--- src/hdl/dtym_pkg.sv ---
`timescale 1ns / 1ps
// ----------------------------------------------------------------------------
// dtym_pkg
// Shared types, constants and helper functions of the differential thrust
// yaw mixer.
// ----------------------------------------------------------------------------
package dtym_pkg;

   localparam int WIDTH_BITS = 11;
   localparam int SUM_BITS   = 22;

   localparam logic [WIDTH_BITS-1:0] IDLE_WIDTH    = 11'd1000;
   localparam logic [WIDTH_BITS-1:0] MIN_RUN_WIDTH = 11'd1125;
   localparam logic [WIDTH_BITS-1:0] MAX_WIDTH     = 11'd1350;

   localparam logic signed [7:0] THRUST_DEADBAND = 8'sd5;
   localparam logic signed [7:0] THRUST_LIMIT    = 8'sd113;
   localparam logic signed [7:0] HARD_TURN_RIGHT = 8'sd63;
   localparam logic signed [7:0] HARD_TURN_LEFT  = -8'sd64;

   localparam logic       CONTROL_LAW_RESET = 1'b1;
   localparam logic [7:0] YAW_GAIN_RESET    = 8'd25;

   localparam logic REG_CONTROL_LAW = 1'b0;
   localparam logic REG_YAW_GAIN    = 1'b1;

   typedef enum logic [1:0] {
      CMD_START    = 2'd0,
      CMD_SHUTDOWN = 2'd1,
      CMD_UPDATE   = 2'd2
   } cmd_type;

   typedef enum logic [1:0] {
      BRAKE_NONE    = 2'd0,
      BRAKE_APPLY   = 2'd1,
      BRAKE_RELEASE = 2'd2
   } brake_event_type;

   // Limits a signed sum to the top width; anything below the run floor idles.
   function automatic logic [WIDTH_BITS-1:0] limit_width(input logic signed [SUM_BITS-1:0] w);
      logic [WIDTH_BITS-1:0] result;
      if (w > $signed({11'd0, MAX_WIDTH})) begin
         result = MAX_WIDTH;
      end else if (w < $signed({11'd0, MIN_RUN_WIDTH})) begin
         result = IDLE_WIDTH;
      end else begin
         result = w[WIDTH_BITS-1:0];
      end
      return result;
   endfunction

endpackage

--- src/hdl/differential_thrust_yaw_mixer.sv ---
`timescale 1ns / 1ps
// ----------------------------------------------------------------------------
// differential_thrust_yaw_mixer
// Two-propeller hovercraft drive mixer with start-up and shut-down modes.
// ----------------------------------------------------------------------------
// Usage:
// The req channel carries one event per transfer: the event kind in tuser and
// thrust, orientation, brake request and measured yaw rate in tdata. Each
// transfer produces exactly one rsp transfer with the motor enable, the port
// and starboard pulse widths and a brake change code.
// An accepted item is held in an input register and its result is loaded into
// the output register once that register is free, which raises rsp_tvalid.
// One item is taken in every cycle while the output is not stalled; the rate
// is set by the single combinational mixing pass with one 9 by 20 bit multiply.
// When rsp_tready is low the result holds and the input register still takes
// one more item; after that req_tready follows rsp_tready.
// Reset leaves the block uncontrolled with both props at 1000 us, the brake
// released and the registers at their defaults. The APB port writes
// control_law_enable at 0x0 and yaw_gain at 0x4 and may be read back.
// ----------------------------------------------------------------------------
module differential_thrust_yaw_mixer
   import dtym_pkg::*;
(
   input  logic        clock,
   input  logic        reset,
   input  logic        req_tvalid,
   output logic        req_tready,
   // tdata: thrust_byte[7:0], orient_byte[15:8], brake_request[16], yaw_rate[32:17]
   input  logic [39:0] req_tdata,
   // tuser: cmd[1:0]
   input  logic [1:0]  req_tuser,
   output logic        rsp_tvalid,
   input  logic        rsp_tready,
   // tdata: motors_enabled[0], port_width[11:1], starboard_width[22:12],
   // brake_event[24:23]
   output logic [31:0] rsp_tdata,
   input  logic        csr_psel,
   input  logic        csr_penable,
   input  logic        csr_pwrite,
   input  logic [2:0]  csr_paddr,
   input  logic [31:0] csr_pwdata,
   output logic [31:0] csr_prdata,
   output logic        csr_pready
);

   logic                    control_law_ff;
   logic [7:0]              yaw_gain_ff;

   logic                    s1_valid_ff;
   cmd_type                 s1_cmd_ff;
   logic signed [7:0]       s1_thrust_ff;
   logic signed [7:0]       s1_orient_ff;
   logic                    s1_brake_ff;
   logic signed [15:0]      s1_yaw_ff;

   logic                    mode_ff, mode_in;
   logic                    brake_ff, brake_in;
   logic [WIDTH_BITS-1:0]   port_ff, port_in;
   logic [WIDTH_BITS-1:0]   stbd_ff, stbd_in;
   brake_event_type         event_in;

   logic                    rsp_valid_ff;
   logic [31:0]             rsp_data_ff;

   logic                    advance;
   logic                    csr_write;

   logic [WIDTH_BITS-1:0]   base;
   logic                    moving;
   logic signed [19:0]      err;
   logic signed [27:0]      prod;
   logic signed [20:0]      steer_p;
   logic signed [20:0]      steer_s;
   logic signed [8:0]       half_sum;
   logic signed [7:0]       half;
   logic signed [SUM_BITS-1:0] p_sum;
   logic signed [SUM_BITS-1:0] s_sum;

   assign advance    = s1_valid_ff && (!rsp_valid_ff || rsp_tready);
   assign req_tready = !s1_valid_ff || advance;
   assign rsp_tvalid = rsp_valid_ff;
   assign rsp_tdata  = rsp_data_ff;

   assign csr_pready = 1'b1;
   assign csr_write  = csr_psel && csr_penable && csr_pwrite && csr_pready;
   assign csr_prdata = (csr_paddr[2] == REG_YAW_GAIN) ? {24'd0, yaw_gain_ff}
                                                      : {31'd0, control_law_ff};

   always_comb begin
      moving = 1'b0;
      base   = IDLE_WIDTH;
      if (s1_thrust_ff <= THRUST_DEADBAND) begin
         moving = 1'b0;
         base   = IDLE_WIDTH;
      end else if (s1_thrust_ff <= THRUST_LIMIT) begin
         moving = 1'b1;
         base   = MIN_RUN_WIDTH - 11'd10 + {3'd0, s1_thrust_ff[6:0], 1'b0};
      end else begin
         moving = 1'b1;
         base   = MAX_WIDTH;
      end

      err      = (20'(s1_orient_ff) <<< 3) + 20'(s1_orient_ff) - (20'(s1_yaw_ff) <<< 3);
      prod     = $signed({1'b0, yaw_gain_ff}) * err;
      steer_p  = 21'(prod >>> 7);
      steer_s  = 21'((-prod) >>> 7);
      half_sum = 9'(s1_orient_ff) + $signed({8'd0, s1_orient_ff[7]});
      half     = 8'(half_sum >>> 1);

      p_sum = $signed({11'd0, base});
      s_sum = $signed({11'd0, base});
      if (moving) begin
         if (control_law_ff) begin
            p_sum = $signed({11'd0, base}) + 22'(steer_p);
            s_sum = $signed({11'd0, base}) + 22'(steer_s);
         end else begin
            p_sum = $signed({11'd0, base}) + 22'(half);
            s_sum = $signed({11'd0, base}) - 22'(half);
         end
      end else if (s1_orient_ff > HARD_TURN_RIGHT) begin
         p_sum = $signed({11'd0, MIN_RUN_WIDTH}) + $signed({14'd0, s1_orient_ff[5:0], 2'b00});
      end else if (s1_orient_ff < HARD_TURN_LEFT) begin
         s_sum = $signed({11'd0, MIN_RUN_WIDTH})
               + ((22'(HARD_TURN_LEFT) - 22'(s1_orient_ff)) <<< 2);
      end

      mode_in  = mode_ff;
      brake_in = brake_ff;
      port_in  = port_ff;
      stbd_in  = stbd_ff;
      event_in = BRAKE_NONE;
      if (!mode_ff) begin
         if (s1_cmd_ff == CMD_START) begin
            mode_in = 1'b1;
         end
      end else if (s1_cmd_ff == CMD_SHUTDOWN) begin
         mode_in = 1'b0;
         port_in = IDLE_WIDTH;
         stbd_in = IDLE_WIDTH;
      end else begin
         port_in = limit_width(p_sum);
         stbd_in = limit_width(s_sum);
         if (s1_brake_ff) begin
            if (!brake_ff) begin
               brake_in = 1'b1;
               event_in = BRAKE_APPLY;
            end
         end else if (brake_ff) begin
            brake_in = 1'b0;
            event_in = BRAKE_RELEASE;
         end
      end
   end

   always_ff @(posedge clock) begin
      if (reset) begin
         control_law_ff <= CONTROL_LAW_RESET;
         yaw_gain_ff    <= YAW_GAIN_RESET;
      end else if (csr_write) begin
         if (csr_paddr[2] == REG_YAW_GAIN) begin
            yaw_gain_ff <= csr_pwdata[7:0];
         end else begin
            control_law_ff <= csr_pwdata[0];
         end
      end
   end

   always_ff @(posedge clock) begin
      if (reset) begin
         s1_valid_ff <= 1'b0;
      end else if (req_tvalid && req_tready) begin
         s1_valid_ff <= 1'b1;
      end else if (advance) begin
         s1_valid_ff <= 1'b0;
      end
   end

   always_ff @(posedge clock) begin
      if (req_tvalid && req_tready) begin
         s1_cmd_ff    <= cmd_type'(req_tuser);
         s1_thrust_ff <= $signed(req_tdata[7:0]);
         s1_orient_ff <= $signed(req_tdata[15:8]);
         s1_brake_ff  <= req_tdata[16];
         s1_yaw_ff    <= $signed(req_tdata[32:17]);
      end
   end

   always_ff @(posedge clock) begin
      if (reset) begin
         mode_ff      <= 1'b0;
         brake_ff     <= 1'b0;
         port_ff      <= IDLE_WIDTH;
         stbd_ff      <= IDLE_WIDTH;
         rsp_valid_ff <= 1'b0;
      end else if (advance) begin
         mode_ff      <= mode_in;
         brake_ff     <= brake_in;
         port_ff      <= port_in;
         stbd_ff      <= stbd_in;
         rsp_valid_ff <= 1'b1;
      end else if (rsp_tready) begin
         rsp_valid_ff <= 1'b0;
      end
   end

   always_ff @(posedge clock) begin
      if (advance) begin
         rsp_data_ff <= {7'd0, event_in, stbd_in, port_in, mode_in};
      end
   end

`ifndef NO_ASSERTIONS
   a_width_range: assert property (@(posedge clock) disable iff (reset)
      rsp_valid_ff |-> (rsp_data_ff[11:1] == IDLE_WIDTH) ||
                       ((rsp_data_ff[11:1] >= MIN_RUN_WIDTH) &&
                        (rsp_data_ff[11:1] <= MAX_WIDTH)))
      else $error("port width out of range");

   a_idle_when_off: assert property (@(posedge clock) disable iff (reset)
      (rsp_valid_ff && !rsp_data_ff[0]) |->
         (rsp_data_ff[11:1] == IDLE_WIDTH) && (rsp_data_ff[22:12] == IDLE_WIDTH) &&
         (rsp_data_ff[24:23] == BRAKE_NONE))
      else $error("uncontrolled result not idle");

   a_event_code: assert property (@(posedge clock) disable iff (reset)
      rsp_valid_ff |-> (rsp_data_ff[24:23] != 2'd3))
      else $error("invalid brake event code");

   a_stall_only_full: assert property (@(posedge clock) disable iff (reset)
      !req_tready |-> s1_valid_ff && rsp_valid_ff && !rsp_tready)
      else $error("input stalled without a full pipeline");

   a_start_enters_mode: assert property (@(posedge clock) disable iff (reset)
      (advance && !mode_ff && (s1_cmd_ff == CMD_START)) |=> mode_ff)
      else $error("start event did not enter controlled mode");
`endif

endmodule

--- config.mk ---
export PLATFORM = sky130hd
export DESIGN_NAME = differential_thrust_yaw_mixer
export DESIGN_NICKNAME = d
export VERILOG_FILES = /design/src/hdl/dtym_pkg.sv /design/src/hdl/differential_thrust_yaw_mixer.sv
export SDC_FILE = /design/constraint.sdc
export NUM_CORES = 1
export LEC_CHECK = 0
export ABC_CLOCK_PERIOD_IN_PS = 13400
export BUFFER_PORTS_ARGS = -buffer_cell sky130_fd_sc_hd__buf_4
export CAP_MARGIN = 0
export CORE_AREA = 8 8 166 168
export DETAILED_ROUTE_END_ITERATION = 16
export DIE_AREA = 0 0 174 176
export PLACE_DENSITY = 0.82
export SETUP_SLACK_MARGIN = 0.3
export SLEW_MARGIN = 5
export SYNTH_ARGS = -nofsm -noshare
export SYNTH_HDL_FRONTEND = slang
export SYNTH_SLANG_ARGS = --single-unit
--- constraint.sdc ---
create_clock -name clock -period 13.4 [get_ports clock]
set_input_delay 2.01 -clock clock [delete_from_list [all_inputs] [get_ports clock]]
set_output_delay 2.01 -clock clock [all_outputs]
set_load 0.005 [all_outputs]
== Word level (Yosys, flattened, before mapping) ==
Cells that the tools add are included.
Word-level totals
  flip-flop bits (word level): 95
  input bits: 84
  output and inout bits: 67
  logic and storage cells: 84
Cells by class
  add/subtract/negate cells: 12
  multiply operators: 1
  $lt $le $gt $ge: 8
  equality and inequality tests: 1
  muxes and demuxes: 29
  bitwise operators: 3
  reduce and logical (&&, ||, !) cells: 15
Operators with widths (count)
  2-to-1 mux 22 bit: 6
  2-to-1 mux 11 bit: 10
  adder 12 x 21 -> 22 bit: 2
  > comparator 22 x 12 -> 1 bit (second input constant): 2
  less-than comparator 22 x 12 -> 1 bit (second input constant): 2
  multiplier 9 x 20 -> 28 bit: 1
  negation 28 bit: 1
  subtractor 12 x 19 -> 20 bit: 1
  adder 12 x 11 -> 13 bit (first input constant): 1
  adder 12 x 8 -> 13 bit: 1
  subtractor 12 x 8 -> 13 bit: 1
  adder 11 x 8 -> 12 bit: 1
  adder 11 x 8 -> 12 bit (first input constant): 1
  2-to-1 mux 12 bit: 1
  adder 11 x 8 -> 11 bit (first input constant): 1
  adder 8 x 2 -> 9 bit: 1
  2-to-1 mux 1 bit: 9
  subtractor 7 x 8 -> 9 bit (first input constant): 1
  > comparator 8 x 7 -> 1 bit (second input constant): 1
  less-or-equal comparator 8 x 4 -> 1 bit (second input constant): 1
  less-or-equal comparator 8 bit (second input constant): 1
  less-than comparator 8 x 7 -> 1 bit (second input constant): 1
  2-to-1 mux 8 bit: 1
  logical AND 1 bit: 4
  other kinds (10): 17

== Longest topological paths before layout ==
Gate-level depths: netlist of run 1.
  word-level depth: 12
  gate-level depth with buffers: 47
  mapped depth without buffers: 44

== Worst setup path before layout of run 1 ==
Ideal clock, no wire load.
  kind: reg2reg
  from: register s1_orient_ff[0]
  to: register rsp_data_ff[13], in the netlist rsp_tdata[13] (data pin)
  data arrival time: 10.168 ns
  setup slack: 2.971 ns
  cell stages (with the launch flop): 46
  clock period less this slack: 10.429 ns
  path through: edfxtp_1 clkbuf_1 inv_1 fa_1 inv_1 ha_1 a21oi_1 o21ai_0 a21oi_1 o21bai_1 a21oi_1 o21bai_1 a21oi_1 nor2b_1 o21ai_0 xnor2_1 nand2_1 fa_1 [... 10 more ...] nand3_1 a31oi_1 o32ai_1 or3_1 buf_2 xor2_1 ha_1 inv_1 nor2_1 a31oi_1 nand2_2 or4_1 o21ai_0 a22oi_1 or4_4 nor4_2 nor3_1 a221o_1
Between the ends
  cells in the longest elaborated chain, start to end: 12
  elaborated cells between the ends (all ways): 21
  those cells by class: add/sub: 8; mul: 1; order compare: 4; mux: 8
RTL lines
  start: declaration: RTL line differential_thrust_yaw_mixer.sv:52  | logic signed [7:0] s1_orient_ff;
  start signal: assignment: RTL line differential_thrust_yaw_mixer.sv:182  | s1_orient_ff <= $signed(req_tdata[15:8]);
  adder 11 x 8 -> 12 bit: RTL line differential_thrust_yaw_mixer.sv:103  | err = (20'(s1_orient_ff) <<< 3) + 20'(s1_orient_ff) - (20'(s1_yaw_ff) <<< 3);
  subtractor 12 x 19 -> 20 bit: RTL line differential_thrust_yaw_mixer.sv:103
  multiplier 9 x 20 -> 28 bit: RTL line differential_thrust_yaw_mixer.sv:104  | prod = $signed({1'b0, yaw_gain_ff}) * err;
  negation 28 bit: RTL line differential_thrust_yaw_mixer.sv:106  | steer_s = 21'((-prod) >>> 7);
  adder 12 x 21 -> 22 bit: RTL line differential_thrust_yaw_mixer.sv:115  | s_sum = $signed({11'd0, base}) + 22'(steer_s);
  2-to-1 mux 22 bit: RTL line differential_thrust_yaw_mixer.sv:113  | if (control_law_ff) begin
  2-to-1 mux 22 bit *: RTL line differential_thrust_yaw_mixer.sv:112  | if (moving) begin
  less-than comparator 22 x 12 -> 1 bit: RTL line dtym_pkg.sv:44  | end else if (w < $signed({11'd0, MIN_RUN_WIDTH})) begin
  2-to-1 mux 11 bit: RTL line dtym_pkg.sv:44
  2-to-1 mux 11 bit *: RTL line dtym_pkg.sv:42  | if (w > $signed({11'd0, MAX_WIDTH})) begin
  2-to-1 mux 11 bit *: RTL line differential_thrust_yaw_mixer.sv:136  | end else if (s1_cmd_ff == CMD_SHUTDOWN) begin
  2-to-1 mux 11 bit *: RTL line differential_thrust_yaw_mixer.sv:132  | if (!mode_ff) begin
  named net stbd_in[1]: RTL line differential_thrust_yaw_mixer.sv:59  | logic [WIDTH_BITS-1:0] stbd_ff, stbd_in;
  end signal: assignment: RTL line differential_thrust_yaw_mixer.sv:208  | rsp_data_ff <= {7'd0, event_in, stbd_in, port_in, mode_in};
  end: declaration: RTL line differential_thrust_yaw_mixer.sv:63  | logic [31:0] rsp_data_ff;
The timed path passes the listed nets; every way through them passes the cells marked *.
A chain may end at the register's enable or synchronous reset.

== Worst setup path in the final report of run 1 ==
  from: register s1_orient_ff[3]
  to: register rsp_data_ff[20], in the netlist rsp_tdata[20] (data pin)
Same word-level chain as after synthesis.

==> results.json, run 1 <==
{
  "worstMarginPinSlew_ns": 1.20,
  "drt_iter0_drc": 1065,
  "rrSetupSlack_ns": 1.30,
  "pin_count": 151,
  "hold_start": "port_ff[10]",
  "rr_endpoint": "rsp_tdata[20]",
  "ant_nets": 0,
  "die_area_um2": 30600,
  "cts_setup_buffers": 0,
  "synth_cells": 1792,
  "wl_um": 39000,
  "rows": 58,
  "num-nets-final": 2190,
  "insertedDiodeCount": 0,
  "critPathCaptureType": "register",
  "final_common_cell": "inv_1",
  "wl_per_cell_um": 18.0,
  "htree_levels": 3,
  "yosysSeqAreaShare": 0.166,
  "reg2regPathDepth": 41,
  "max_cap_violations": 0,
  "io_buffers": 85,
  "cpPeakStageDelay_ns": 0.90,
  "regArea_um2": 2500,
  "cts.clk_slew.worst_paths_ns": 0.07,
  "slew_viol_final": 0,
  "layout-area-overhead-vs-synth_pct": 6.55,
  "synth.distinct_cells": 107,
  "clock-skew-final_ns": 0.0166,
  "nFillCells": 2085,
  "via_per_inst": 6.05,
  "ys_ff_latch": 95,
  "post_cts_resized": 0,
  "synth_edf_count": 60,
  "hold_end": "port_ff[10]",
  "yosysWarnings": 0,
  "drive_gt1_frac": 0.0859,
  "multi_input_area_um2": 11300,
  "required_ns": 13.46,
  "cts_hold_buf": 0,
  "hold_path_depth": 2,
  "layout_common_cells": "inv_1, nand2_1, ha_1, fa_1, and2_1",
  "start_util": 0.608,
  "cts_buffers": 9,
  "track_usage": 0.253,
  "drc_errors": 0,
  "status": "complete, no violations",
  "period_minus_slack_ns": 12.10,
  "clock-root-buffer": "clkbuf_16",
  "crit_type": "reg -> reg",
  "dp_slack_ns": 1.52,
  "hp-class": "reg -> reg",
  "cts.sinks": 95,
  "slowest_stage": "o41ai_4",
  "layout_setup_ws_ns": 1.30,
  "gr-total-overflow": 0,
  "cp-start-kind": "register",
  "die_h_um": 176,
  "clock_latency_ns": 0.36,
  "die_w_um": 174,
  "timing.fmax_mhz": 82.6,
  "place_congestion": 0.953,
  "reg2reg_from": "s1_orient_ff[3]",
  "clockBufferDepth": 2,
  "tns_ns": 0,
  "hold_violations": 0,
  "syn_area_um2": 15100,
  "postSynthAreaPerCell_um2": 8.42,
  "finalSetupViolations": 0,
  "async_flop_share": 0,
  "cp.arrival_ns": 12.17,
  "grt_max_degree": 36,
  "antenna_found_initial": 0,
  "ys.flop_type": "edfxtp_1",
  "grt_pass1_vias": 13100,
  "grt_pass1_wl_um": 64100,
  "fin_crit_sh": 0.903,
  "slew_headroom": 0.195,
  "cts_tree": "done",
  "cp_max_fo": 18,
  "rsz0062_at_grt": "no",
  "drt_first_pass_iters": 6,
  "dp_hpwl_um": 31100,
  "core_um2": 24800,
  "num_vias": 13100
}
-- state kept, by name, summed over array words and instances (netlist names) --
signal / count
yaw_gain_ff: 8
rsp_tdata: 25
s1_valid_ff: 1
brake_ff: 1
s1_cmd_ff: 2
s1_yaw_ff: 16
rsp_tvalid: 1
stbd_ff: 11
mode_ff: 1
s1_thrust_ff: 8
control_law_ff: 1
s1_brake_ff: 1
port_ff: 11
s1_orient_ff: 8
-- per-stage QoR --
step | std cells | area (µm²) | hold slack (ns) | utilization
4_1_cts | 2170 | 16100 | 0.467 | 0.648
3_3_place_gp | 2154 | 15800 | 0.443 | 0.636
2_1_floorplan | 1822 | 15200 | 0.426 | -
3_5_place_dp | 2154 | 15800 | 0.450 | 0.636
6_report | 2170 | 16100 | 0.465 | 0.648
5_1_grt | 2170 | 16100 | 0.480 | 0.648
-- synth_stat cells (35+ instances only) --
library cell  instances  area (µm²)
clkbuf_1             48         180
nand3_1              39         195
nand2_1             160         601
dfxtp_1              35         701
nor2_1              107         402
fa_1                133        2660
ha_1                138        1730
inv_1               233         875
o21ai_0              84         420
a21oi_1              93         465
edfxtp_1             60        1800
xnor2_1              67         587
and2_1              112         701
-- how the worst max path moves through the flow --
stage,endpoint,from
floorplan,rsp_tdata[13],s1_orient_ff[0]
global placement,rsp_tdata[18],s1_orient_ff[3]
detailed placement,rsp_tdata[13],s1_orient_ff[3]
CTS,rsp_tdata[13],s1_orient_ff[3]
global route,rsp_tdata[20],s1_orient_ff[3]
finish,rsp_tdata[20],s1_orient_ff[3]
-- final cells by class --
type | instances | share of cell area
Inverter | 235 | 0.0548
Multi-Input combinational cell | 1401 | 0.702
Clock inverter | 7 | 0.00412
Tap cell | 330 | 0.0257
Clock buffer | 9 | 0.0140
Sequential cell | 95 | 0.156
Timing Repair Buffer | 93 | 0.0434
-- logic make-up (layout without fill, tap and decap cells) --
family | count (synthesis) | count (layout) | share of synthesized area
flops | 95 | 95 | 0.166
fa+ha+maj | 272 | 272 | 0.291
xor+xnor | 96 | 96 | 0.0562
mux | 11 | 11 | 0.00738
other cells | 2 | 32 | 0.000497
buf+inv | 326 | 344 | 0.0933
simple gates | 574 | 574 | 0.196
compound gates | 416 | 416 | 0.190
-- metal layers --
layer  up-vias  share of wire  wire, µm  global-route usage
met4         2          0.029      1140              0.0990
met5         -         0.0011        42              0.0112
li1       6182              -         -                   -
met1      6335           0.41     16000               0.315
met2       533           0.48     18700               0.424
met3        77          0.082      3180              0.0543
-- critical path: cells and delay by family, from the launching register on --
kind	cells	cell delay, ns
adder cells (fa/ha/maj)	8	3.78
XOR/XNOR	2	1.06
flip-flops	1	0.62
multiplexers	1	0.42
AND/OR/NAND/NOR	9	1.64
buffers and inverters	5	0.48
AO/OA/AOI/OAI	16	3.79
Power of run 1 is not shown: default switching activity piles up to over one toggle a cycle in this logic, so the estimate is an artifact.
==> run 2: changes to the inputs <==
Settings changed: CORE_AREA 8 8 166 168 to 8 8 177 179, DIE_AREA 0 0 174 176 to 0 0 185 187, PLACE_DENSITY 0.82 to 0.73.
==> run 2 against run 1 <==
  * Final cell count up 2.4%
  * Non-clock buffer count fell by 1
  * Fmax is 0.78% higher
  * Worst setup slack better by 0.094 ns
  * First-iteration DRC count is 18% lower
  * Critical path type unchanged
  * Worst hold slack got worse by 0.0031 ns
  * Sequential cell count stayed put
  * Clock skew is 0.0039 ns lower
==> results.json, run 2 (same netlist as run 1, synthesis figures left out) <==
{
  "cts_buffers": 9,
  "clock-skew-final_ns": 0.0127,
  "dp_hpwl_um": 31200,
  "pin_count": 151,
  "rows": 62,
  "globalRouteMet1Util": 0.294,
  "drt_first_pass_iters": 5,
  "via_per_inst": 5.80,
  "busiest_layer": "met2",
  "slew_viol_final": 0,
  "num_vias": 12900,
  "slowest_stage": "o41ai_4",
  "core_um2": 28400,
  "startpoint": "s1_orient_ff[0]",
  "max_cap_violations": 0,
  "grt_pass1_vias": 13000,
  "num-nets-final": 2189,
  "crit_type": "reg -> reg",
  "clock_latency_ns": 0.36,
  "cp_max_fo": 18,
  "drive_gt1_frac": 0.0854,
  "clock-root-buffer": "clkbuf_16",
  "rrSetupSlack_ns": 1.39,
  "critPathCaptureType": "register",
  "cts_setup_buffers": 0,
  "cp-start-kind": "register",
  "grt_util_met2": 0.376,
  "rr_endpoint": "rsp_tdata[20]",
  "placed_area_um2": 15900,
  "die_h_um": 187,
  "tns_ns": 0,
  "start_util": 0.532,
  "gr-total-overflow": 0,
  "largest_register_ffs": 25,
  "fin_crit_sh": 0.896,
  "period_minus_slack_ns": 12.01,
  "die_w_um": 185,
  "timing.fmax_mhz": 83.3,
  "postLayoutCellArea_um2": 16200,
  "wl_um": 38600,
  "wl_per_cell_um": 17.4,
  "track_usage": 0.227,
  "status": "complete, no violations",
  "cp.arrival_ns": 12.06,
  "dp_slack_ns": 1.54,
  "cpPeakStageDelay_ns": 0.90,
  "layout_common_cells": "inv_1, nand2_1, ha_1, fa_1, and2_1",
  "htree_levels": 3,
  "place_congestion": 0.926,
  "io_buffers": 85,
  "grt_max_degree": 36,
  "slew_headroom": 0.178,
  "finalSetupViolations": 0,
  "cts.clk_slew.worst_paths_ns": 0.07,
  "cts_hold_buf": 0,
  "grt_pass1_wl_um": 64200,
  "ant_nets": 0,
  "reg2regPathDepth": 41,
  "antenna_found_initial": 0,
  "gr-usage-met3": 0.0396,
  "worstMarginPinSlew_ns": 1.22,
  "insertedDiodeCount": 0,
  "cts.sinks": 95,
  "hp-class": "reg -> reg",
  "layout-area-overhead-vs-synth_pct": 7.14,
  "post_cts_resized": 0,
  "cts_tree": "done",
  "drt_iter0_drc": 876,
  "layout_setup_ws_ns": 1.39,
  "hold_violations": 0,
  "final_common_cell": "inv_1",
  "die_area_um2": 34600,
  "clockBufferDepth": 2,
  "reg2reg_from": "s1_orient_ff[0]",
  "required_ns": 13.45,
  "rsz0062_at_grt": "no",
  "critPathCapture": "rsp_tdata[20]",
  "drc_errors": 0
}
[run 2: cell count changes in the layout (fill, tap and decap cells not counted), sizes merged]
cell    previous run  this run
clkbuf             9        10
bufinv             0         2
buf               93        92
clkinv             6         3
[run 2: area by class of cell]
cell class,instances,area [µm²]
Timing Repair Buffer,92,691
Fill cell,2636,12200
Sequential cell,95,2500
Multi-Input combinational cell,1401,11300
Inverter,235,882
Clock buffer,10,229
Clock inverter,6,92.6
Tap cell,384,480
[run 2: worst max-delay path, delay by kind of cell, from the launching register on]
family,cells,cell delay (ns)
compound gates,16,4.24
mux,1,0.41
buf+inv,5,0.39
xor+xnor,2,0.65
simple gates,9,1.52
fa+ha+maj,8,3.70
flops,1,0.76
[run 2: how the worst min path moves through the flow]
stage | startpoint | end | slack [ns] | cells past startpoint
floorplan | port_ff[10] | port_ff[10] | 0.43 | 2
global placement | port_ff[10] | port_ff[10] | 0.44 | 2
detailed placement | port_ff[10] | port_ff[10] | 0.45 | 2
CTS | port_ff[10] | port_ff[10] | 0.46 | 2
global route | stbd_ff[0] | stbd_ff[0] | 0.51 | 1
finish | port_ff[10] | port_ff[10] | 0.46 | 2
[run 2: stage by stage]
step | hold WS [ns] | utilization | instances
detailed placement | 0.449 | 0.558 | 2207
floorplan | 0.426 | - | 1822
CTS | 0.464 | 0.570 | 2223
global route | 0.508 | 0.570 | 2223
global placement | 0.444 | 0.558 | 2207
finish | 0.462 | 0.570 | 2223
[run 2: layer usage]
layer | routed length (µm) | up-vias
li1 | - | 6173
met5 | 0 | -
met3 | 2590 | 46
met4 | 882 | 0
met1 | 16600 | 6291
met2 | 18500 | 392
Power of run 2 is left out for the same reason.
